--- config.mk ---
export PLATFORM = sky130hd
export DESIGN_NAME = sprite_line_evaluation_top
export DESIGN_NICKNAME = d
export VERILOG_FILES = /design/src/hdl/sle_pkg.sv /design/src/hdl/sprite_line_evaluation_top.sv
export SDC_FILE = /design/constraint.sdc
export NUM_CORES = 1
export LEC_CHECK = 0
export ABC_AREA = 1
export BUFFER_PORTS_ARGS = -buffer_cell sky130_fd_sc_hd__clkbuf_2
export CAP_MARGIN = 20
export CORE_ASPECT_RATIO = 0.6
export CORE_MARGIN = 2
export CORE_UTILIZATION = 51
export CTS_CLUSTER_DIAMETER = 40
export DETAILED_ROUTE_END_ITERATION = 7
export GPL_TIMING_DRIVEN = 1
export PLACE_DENSITY = 0.83
export SETUP_SLACK_MARGIN = 0.2
export SLEW_MARGIN = 30
export SYNTH_ARGS = -nofsm -noshare
export SYNTH_HDL_FRONTEND = slang
export SYNTH_SLANG_ARGS = --single-unit
--- constraint.sdc ---
create_clock -name clk -period 9.4 [get_ports clk]
set_clock_uncertainty 0.2 [all_clocks]
set_input_delay 1.41 -clock clk [delete_from_list [all_inputs] [get_ports clk]]
set_output_delay 1.41 -clock clk [all_outputs]
set_load 0.01 [all_outputs]
--- src/hdl/sle_pkg.sv ---
// sle_pkg: shared constants and types for the sprite line evaluation block
// depends on nothing; imported by the top level and its checker
package sle_pkg;

	localparam int SLOTS_PER_LINE = 8;
	localparam int TABLE_ENTRIES  = 64;

	// hit count reaches one past the slot count
	localparam int HIT_W  = $clog2(SLOTS_PER_LINE + 2);
	localparam int SEEK_W = $clog2(TABLE_ENTRIES + 1);
	localparam int SLOT_W = 3;
	localparam int IDX_W  = 6;
	localparam int ROW_W  = 4;
	localparam int LINE_W = 8;
	localparam int CFG_IDX_W = 2;

	// signed working width for y, line and their difference
	localparam int YW = LINE_W + 2;

	localparam logic [LINE_W-1:0] Y_TERMINATOR = 8'd208;
	localparam logic [YW-1:0]     Y_WRAP_LIMIT = 10'd240;
	localparam logic [YW-1:0]     Y_WRAP_SPAN  = 10'd256;
	localparam logic [5:0]        H_SHORT      = 6'd8;
	localparam logic [5:0]        H_TALL       = 6'd16;

	typedef enum logic {
		OP_START = 1'b0,
		OP_ENTRY = 1'b1
	} op_t;

	typedef enum logic [CFG_IDX_W-1:0] {
		CFG_SPRITE_TALL = 2'd0,
		CFG_SPRITE_ZOOM = 2'd1,
		CFG_LINES_192   = 2'd2
	} cfg_idx_t;

	typedef struct packed {
		logic              hit;
		logic [SLOT_W-1:0] slot;
		logic [IDX_W-1:0]  sprite_index;
		logic [ROW_W-1:0]  tile_row;
		logic              overflow;
		logic              done_res;
	} result_t;

endpackage

--- src/hdl/sprite_line_evaluation_top.sv ---
// sprite_line_evaluation_top: per-scanline sprite evaluation, one y entry per word
// depends on sle_pkg
//
//   channel   handshake            payload
//   in        in_valid/in_ready    op, line, y_byte
//   out       out_valid/out_ready  hit, slot, sprite_index, tile_row, overflow, done_res
//   cfg       cfg_valid/cfg_ready  cfg_index, cfg_data
//
// one word per cycle sustained while out_ready stays high; a word passes through the input
// register and then the result register before it appears on out.
// the input register and the result register are a two-entry pipeline: a
// stalled out side fills both before in_ready drops.
// arst_n clears line state, the valid bits and the registers to their defaults
// (lines_192 set). cfg writes are always taken; cfg_ready is tied high.
module sprite_line_evaluation_top
	import sle_pkg::*;
(
	input  logic                 clk,
	input  logic                 arst_n,

	input  logic                 in_valid,
	output logic                 in_ready,
	input  logic                 op,
	input  logic [LINE_W-1:0]    line,
	input  logic [LINE_W-1:0]    y_byte,

	output logic                 out_valid,
	input  logic                 out_ready,
	output logic                 hit,
	output logic [SLOT_W-1:0]    slot,
	output logic [IDX_W-1:0]     sprite_index,
	output logic [ROW_W-1:0]     tile_row,
	output logic                 overflow,
	output logic                 done_res,

	input  logic                 cfg_valid,
	output logic                 cfg_ready,
	input  logic [CFG_IDX_W-1:0] cfg_index,
	input  logic                 cfg_data
);

	logic sprite_tall_q, sprite_zoom_q, lines_192_q;

	logic [HIT_W-1:0]  hit_count_q;
	logic [SEEK_W-1:0] seek_q;
	logic              cancelled_q;
	logic [LINE_W-1:0] cur_line_q;

	logic              valid_s1;
	op_t               op_s1;
	logic [LINE_W-1:0] line_s1;
	logic [LINE_W-1:0] y_s1;

	logic    out_valid_q;
	result_t res_q;

	logic advance;

	// next state and result from the word in the input register
	logic              ended_now;
	logic              is_term;
	logic [YW-1:0]     y_inc;
	logic signed [YW-1:0] y_pos;
	logic signed [YW-1:0] diff;
	logic [5:0]        height;
	logic              covers;
	logic [HIT_W-1:0]  hit_inc;
	logic              stores;
	logic [YW-1:0]     row_full;

	logic [HIT_W-1:0]  hit_count_d;
	logic [SEEK_W-1:0] seek_d;
	logic              cancelled_d;
	logic [LINE_W-1:0] cur_line_d;
	result_t           res_d;

	assign cfg_ready = 1'b1;
	assign advance   = valid_s1 && (!out_valid_q || out_ready);
	assign in_ready  = !valid_s1 || advance;

	always_ff @(posedge clk or negedge arst_n) begin
		if (!arst_n) begin
			sprite_tall_q <= 1'b0;
			sprite_zoom_q <= 1'b0;
			lines_192_q   <= 1'b1;
		end else if (cfg_valid) begin
			case (cfg_idx_t'(cfg_index))
				CFG_SPRITE_TALL: sprite_tall_q <= cfg_data;
				CFG_SPRITE_ZOOM: sprite_zoom_q <= cfg_data;
				CFG_LINES_192:   lines_192_q   <= cfg_data;
				default: ;
			endcase
		end
	end

	always_comb begin
		ended_now = cancelled_q || (hit_count_q > HIT_W'(SLOTS_PER_LINE)) ||
			(seek_q >= SEEK_W'(TABLE_ENTRIES));
		is_term   = lines_192_q && (y_s1 == Y_TERMINATOR);

		// y + 1, wrapping to negative near the bottom of the range
		y_inc = {2'b00, y_s1} + YW'(1);
		if (y_inc > Y_WRAP_LIMIT)
			y_pos = signed'(y_inc - Y_WRAP_SPAN);
		else
			y_pos = signed'(y_inc);

		diff   = signed'({2'b00, cur_line_q}) - y_pos;
		height = (sprite_tall_q ? H_TALL : H_SHORT) << sprite_zoom_q;
		covers = !diff[YW-1] && (diff < signed'({{(YW-6){1'b0}}, height}));

		hit_inc  = hit_count_q + HIT_W'(1);
		stores   = hit_inc <= HIT_W'(SLOTS_PER_LINE);
		row_full = unsigned'(diff) >> sprite_zoom_q;

		hit_count_d = hit_count_q;
		seek_d      = seek_q;
		cancelled_d = cancelled_q;
		cur_line_d  = cur_line_q;
		res_d       = '0;

		case (op_s1)
			OP_START: begin
				cur_line_d  = line_s1;
				hit_count_d = '0;
				seek_d      = '0;
				cancelled_d = 1'b0;
			end
			OP_ENTRY: begin
				if (!ended_now) begin
					if (is_term) begin
						cancelled_d = 1'b1;
					end else if (covers) begin
						hit_count_d = hit_inc;
						if (stores) begin
							seek_d             = seek_q + SEEK_W'(1);
							res_d.hit          = 1'b1;
							res_d.slot         = hit_count_q[SLOT_W-1:0];
							res_d.sprite_index = seek_q[IDX_W-1:0];
							res_d.tile_row     = row_full[ROW_W-1:0];
						end
					end else begin
						seek_d = seek_q + SEEK_W'(1);
					end
				end
				res_d.overflow = hit_count_d > HIT_W'(SLOTS_PER_LINE);
				res_d.done_res = cancelled_d || res_d.overflow ||
					(seek_d >= SEEK_W'(TABLE_ENTRIES));
			end
			default: ;
		endcase
	end

	always_ff @(posedge clk or negedge arst_n) begin
		if (!arst_n) begin
			valid_s1    <= 1'b0;
			out_valid_q <= 1'b0;
			hit_count_q <= '0;
			seek_q      <= '0;
			cancelled_q <= 1'b0;
			cur_line_q  <= '0;
		end else begin
			if (in_ready)
				valid_s1 <= in_valid;
			if (advance) begin
				out_valid_q <= 1'b1;
				hit_count_q <= hit_count_d;
				seek_q      <= seek_d;
				cancelled_q <= cancelled_d;
				cur_line_q  <= cur_line_d;
			end else if (out_ready) begin
				out_valid_q <= 1'b0;
			end
		end
	end

	always_ff @(posedge clk) begin
		if (in_valid && in_ready) begin
			op_s1   <= op_t'(op);
			line_s1 <= line;
			y_s1    <= y_byte;
		end
		if (advance)
			res_q <= res_d;
	end

	assign out_valid    = out_valid_q;
	assign hit          = res_q.hit;
	assign slot         = res_q.slot;
	assign sprite_index = res_q.sprite_index;
	assign tile_row     = res_q.tile_row;
	assign overflow     = res_q.overflow;
	assign done_res     = res_q.done_res;

endmodule

======== Word level (Yosys, flattened, before mapping) ========
Cells that the tools add are included.
cells by class
  magnitude comparators ................... 7
  shift-type cells ........................ 2
  equality and inequality tests ........... 3
  reduce and logical (&&, ||, !) cells .... 21
  add/sub/neg operators ................... 5
  bitwise gates (word level) .............. 3
  multiplexer cells ....................... 20
operator list
  kind                    count
  $mux W7                 5
  $mux W4                 4
  $ge A7 B7 Y1 const B    2
  $mux W14                1
  $pmux W7 S2             1
  $lt A10 B7 Y1           1
  $mux W10                1
  $shr A10 B1 Y4          1
  $sub A9 B10 Y10         1
  $sub A9 B9 Y10 const B  1
  $add A8 B1 Y9 const B   1
  $gt A9 B8 Y1 const B    1
  $eq A8 B8 Y1 const B    1
  $gt A4 B4 Y1 const B    2
  $pmux W4 S2             1
  $reduce_and A2 Y1       4
  $add A7 B1 Y7 const B   1
  $logic_or A1 B1 Y1      6
  $shl A5 B1 Y6           1
  $mux W1                 5
  $mux W5                 1
  $reduce_or A5 Y1        1
  $add A4 B1 Y4 const B   1
  $le A4 B4 Y1 const B    1
  other kinds (9)         16
word-level totals
  bits in registers ....................... 58
  output and inout port bits .............. 19

======== Logic depth before layout (Yosys ltp) ========
  word-level depth ........................ 13
  mapped depth ............................ 23
  gate-level depth less buffers ........... 23

======== Worst setup path after synthesis ========
Ideal clock, no wire load.
  kind .................................... register -> register
  start ................................... register y_s1[0]
  end ..................................... register res_q, in the netlist done_res (data pin)
  period minus slack after synthesis ...... 3.404 ns
  path buffers ............................ 0
  required time ........................... 8.947 ns
  arrival ................................. 2.951 ns
  cell stages (with the launch flop) ...... 21
  slack ................................... 5.996 ns
  cells stage by stage .................... edfxtp_1 > ha_1 > xor2_1 > inv_1 > ha_1 > or2_1 > nand2_1 > xor2_1 > ha_1 > o21ai_0 > nand2_1 > nand2_1 > nand2_1 > nor2_1 > nand2_1 > nor2_4 > nand3_4 > o21ai_0 > nor2_1 > nand2_1 > nand2_1
on the way
  longest elaborated chain between the ends .. 13
  elaborated cells on any way between the ends .. 25
  those cells by class .................... add/sub (3); order compare (4); eq/ne (1); mux (12); reduce/logical (5)
RTL lines
  what                                                                     line                               text
  from (decl)                                                              sprite_line_evaluation_top.sv:52   logic [LINE_W-1:0] y_s1;
  from (signal assigned)                                                   sprite_line_evaluation_top.sv:181  y_s1 <= y_byte;
  parallel branches: the longest is 12 deep, another holds $sub A9 B9 Y10  --
  $logic_or A1 B1 Y1 *                                                     sprite_line_evaluation_top.sv:147  res_d.done_res = cancelled_d || res_d.overflow ||
  to (signal assigned)                                                     sprite_line_evaluation_top.sv:184  res_q <= res_d;
  to (decl)                                                                sprite_line_evaluation_top.sv:55   result_t res_q;
Every way passes the cells marked *. The select of a mux whose other input is x is not followed.
A chain may end at the register's enable or synchronous reset.

======== Worst setup path after layout ========
Ends and elaborated chain as after synthesis.

==> results.py <==
metrics = {
    "sta": {
        "tightest_slew_ps": 773,
        "final-hold-violation-count": 0,
        "tns_ps": 0,
        "maxSlewViolCount": 0,
        "min_period_ps": 3790,
        "min_period_over_period_pct": 40.3,
        "finalSetupViolCount": 0,
        "holdWs_ps": 242,
        "max_freq_ghz": 0.264,
        "relSlewSlack_pct": 48.2,
        "rsz0062_at_grt": "no",
    },
    "synthesis": {
        "synth-edff-count": 33,
        "syn_nets": 417,
        "synth_top_area_share_pct": 30.9,
        "synth.distinct_cells": 29,
        "yosys_warnings": 0,
        "synth-main-ff-cell": "edfxtp_1",
        "ys_ff_latch": 58,
        "synth.largest_area_cell": "edfxtp_1",
        "syn_inst": 370,
        "ys_top_cells_by_area": "edfxtp_1 (31%), dfrtp_1 (19%), nand2_1 (12%)",
        "avgSynthCellArea_um2": 8.67,
        "syn_area_mm2": 0.00321,
        "yosysSeqAreaShare_pct": 50.4,
        "async_flop_share_pct": 43.1,
    },
    "grt": {
        "grt_pass1_wl_um": 10700,
        "grt.busiest_layer": "met2",
        "grt_use_total_pct": 20.3,
        "grt_pass1_vias": 2346,
        "antenna_found_initial": 0,
        "met2_usage_pct": 30.3,
        "globalRouteOverflowTotal": 0,
        "use_met1_pct": 28.7,
        "grt_max_degree": 26,
        "grtUsageMet3_pct": 5.75,
    },
    "power": {
        "fin_total_pwr_mw": 0.828,
        "p_comb_share_pct": 32.5,
        "seq_power_share_pct": 40.2,
        "cellLeakagePower_nw": 1.85,
        "ir_worst_vdd_mv": 0.139,
        "p_sw_mw": 0.301,
        "p_int_mw": 0.527,
        "p_per_area_mw_per_mm2": 224,
        "swShare_pct": 36.3,
        "clockPowerShare_pct": 27.3,
    },
    "detailed_routing": {
        "remaining_drc_errors": 0,
        "dr.pass1.iters": 6,
        "vias": 2572,
        "avgViaCountPerCell": 5.06,
        "routed_wl_um": 6320,
        "post_drt_wl_per_cell_um": 12.4,
        "drtIter0Drc": 167,
        "ant_nets": 0,
    },
    "clock_tree": {
        "cts_tree": "built",
        "cts-resized-gates": 0,
        "cts_htree_levels": 3,
        "cts.clk_slew.worst_paths_ps": 70,
        "cts_root_buffer": "clkbuf_8",
        "postCtsHoldBufs": 0,
        "clockBufferDepth": 2,
        "post_cts_buffers": 0,
        "cts_sinks": 58,
        "clock_latency_ps": 340,
        "cts_buffers": 9,
    },
    "flow_run": {
        "drv_cap": 0,
    },
    "die": {
        "pin_count": 44,
        "start_util_pct": 52.7,
        "dieArea_mm2": 0.00696,
        "die_y_um": 65.4,
        "fp.dieW_um": 106,
        "row_count": 22,
        "core_area_mm2": 0.00608,
    },
    "final_layout": {
        "final_core_util_pct": 60.7,
        "drive_gt1_share_pct": 14.6,
        "fillers": 547,
        "nets": 466,
        "design_area_mm2": 0.00369,
        "antenna_cells": 0,
        "area_delta_synth_final_pct": 15.1,
    },
    "run_status": {
        "status": "finished, final reports clean",
    },
    "setup_path": {
        "cpMaxStageDelayCell": "edfxtp_1",
        "critPathKind": "flop to flop",
        "path_cells": "ha_1 > xor2_1 > inv_1 > ha_1 > or2_1 > nand2_1 > xor2_1 > ha_1 > o21ai_0 > nand2_1 > nand2_1 > nand2_1 > nor2_1 > nand2_1 > nor2_4 > nand3_4 > o21ai_0 > nor2_1 > nand2_1 > nand2_1",
        "cp_common_cell": "nand2_1",
        "start_kind": "flop",
        "worstPathRequired_ps": 9300,
        "arrival_ps": 3690,
        "worstPathMaxFanout": 6,
        "critPathCaptureType": "flop",
        "slowest_delay_ps": 430,
    },
    "placed_design": {
        "place_area_mm2": 0.00350,
        "dp_hpwl_um": 4780,
        "io_buffer_count": 42,
        "place_congestion": 0.899,
    },
    "min_path": {
        "holdCritPathClass": "flop to flop",
    },
}
## stage by stage
step	worst slack, ps	cells
after floorplan	6000	370
after global placement	5840	492
after detailed placement	5650	492
after global routing	5240	508
after CTS	5640	508
final	5610	508
## layout make-up
class | count | area, um^2 | area share, %
flip-flops and latches | 58 | 1620 | 43.8
well taps | 84 | 105 | 2.85
clock inverters | 6 | 66.3 | 1.80
multi-input cells | 245 | 1330 | 35.9
clock buffers | 10 | 128 | 3.46
repair buffers | 42 | 210 | 5.70
inverters | 63 | 236 | 6.41
## synthesized netlist by cell type, types with 2 or more instances
master,instances
inv_1,62
dfrtp_1,24
edfxtp_1,33
o21ai_0,16
nand2_1,103
a21oi_1,8
xor2_1,8
nor3_1,6
nand3_1,20
ha_1,21
o22ai_1,5
nor2_1,36
nor4_1,2
clkbuf_1,2
xnor2_1,4
nand4_1,7
## registers in the layout, indices dropped and copies added, names as in the netlist, 3 cells and up
signal and flops:
slot 3, hit_count_q 4, tile_row 4, sprite_index 6, cur_line_q 8, seek_q 7, y_s1 8, line_s1 8
## critical path, delay by kind of cell (launching register included)
family	cells	cell delay, ps
and+or+nand+nor	12	1200
adders and majority gates	3	860
DFF	1	430
AOI/OAI and AO/OA	2	400
xor gates and xnor gates	2	380
buffers and inverters	1	80
## path summary, 6_finish.rpt
path                       slack, ps                 start  depth (start not counted)                          to
min in group asynchronous        890                arst_n                          1  hit_count_q[0]$_DFFE_PN0P_
hold reg to reg                  240  line_s1[1]$_DFFE_PP_                          2   cur_line_q[1]$_DFFE_PN0P_
hold / removal                   240  line_s1[1]$_DFFE_PP_                          2   cur_line_q[1]$_DFFE_PN0P_
setup / recovery                5610     y_s1[0]$_DFFE_PP_                         20      done_res$_SDFFCE_PN0P_
setup reg to reg                5610     y_s1[0]$_DFFE_PP_                         20      done_res$_SDFFCE_PN0P_
max in group asynchronous       7660                arst_n                          1   cur_line_q[2]$_DFFE_PN0P_
## cells in the final DEF, fill, tap and decap left out, types with 5 or more instances in the layout
cell type	n
a21oi_1	8
clkbuf_8	9
o22ai_1	5
edfxtp_1	33
clkbuf_2	42
ha_1	21
dfrtp_1	24
nand2_1	103
nand4_1	7
xor2_1	8
inv_1	62
o21ai_0	16
nor3_1	6
nand3_1	20
nor2_1	36
## layer usage
metal,vias to the layer above,wire length [um]
met2,94,2680
met4,0,67
met3,10,483
met5,-,0
met1,1183,3090
li1,1285,-
## kinds of logic after synthesis
family / after synthesis / share of synthesized area [%]
xor+xnor: 12 / 3.28
compound gates: 31 / 5.15
buf+inv: 67 / 8.19
simple gates: 179 / 24.0
flops: 58 / 50.4
fa+ha+maj: 22 / 8.82
other cells: 1 / 0.117
## power groups by stage
stage          Clock [mW]  Sequential [mW]  Combinational (mW)
6_report            0.226            0.332               0.269
5_1_grt             0.241            0.336               0.310
4_1_cts             0.231            0.332               0.267
3_5_place_dp            0            0.337               0.264
3_3_place_gp            0            0.336               0.254
2_1_floorplan           0            0.335               0.193
Note: power is estimated with default switching activity, not from simulation.
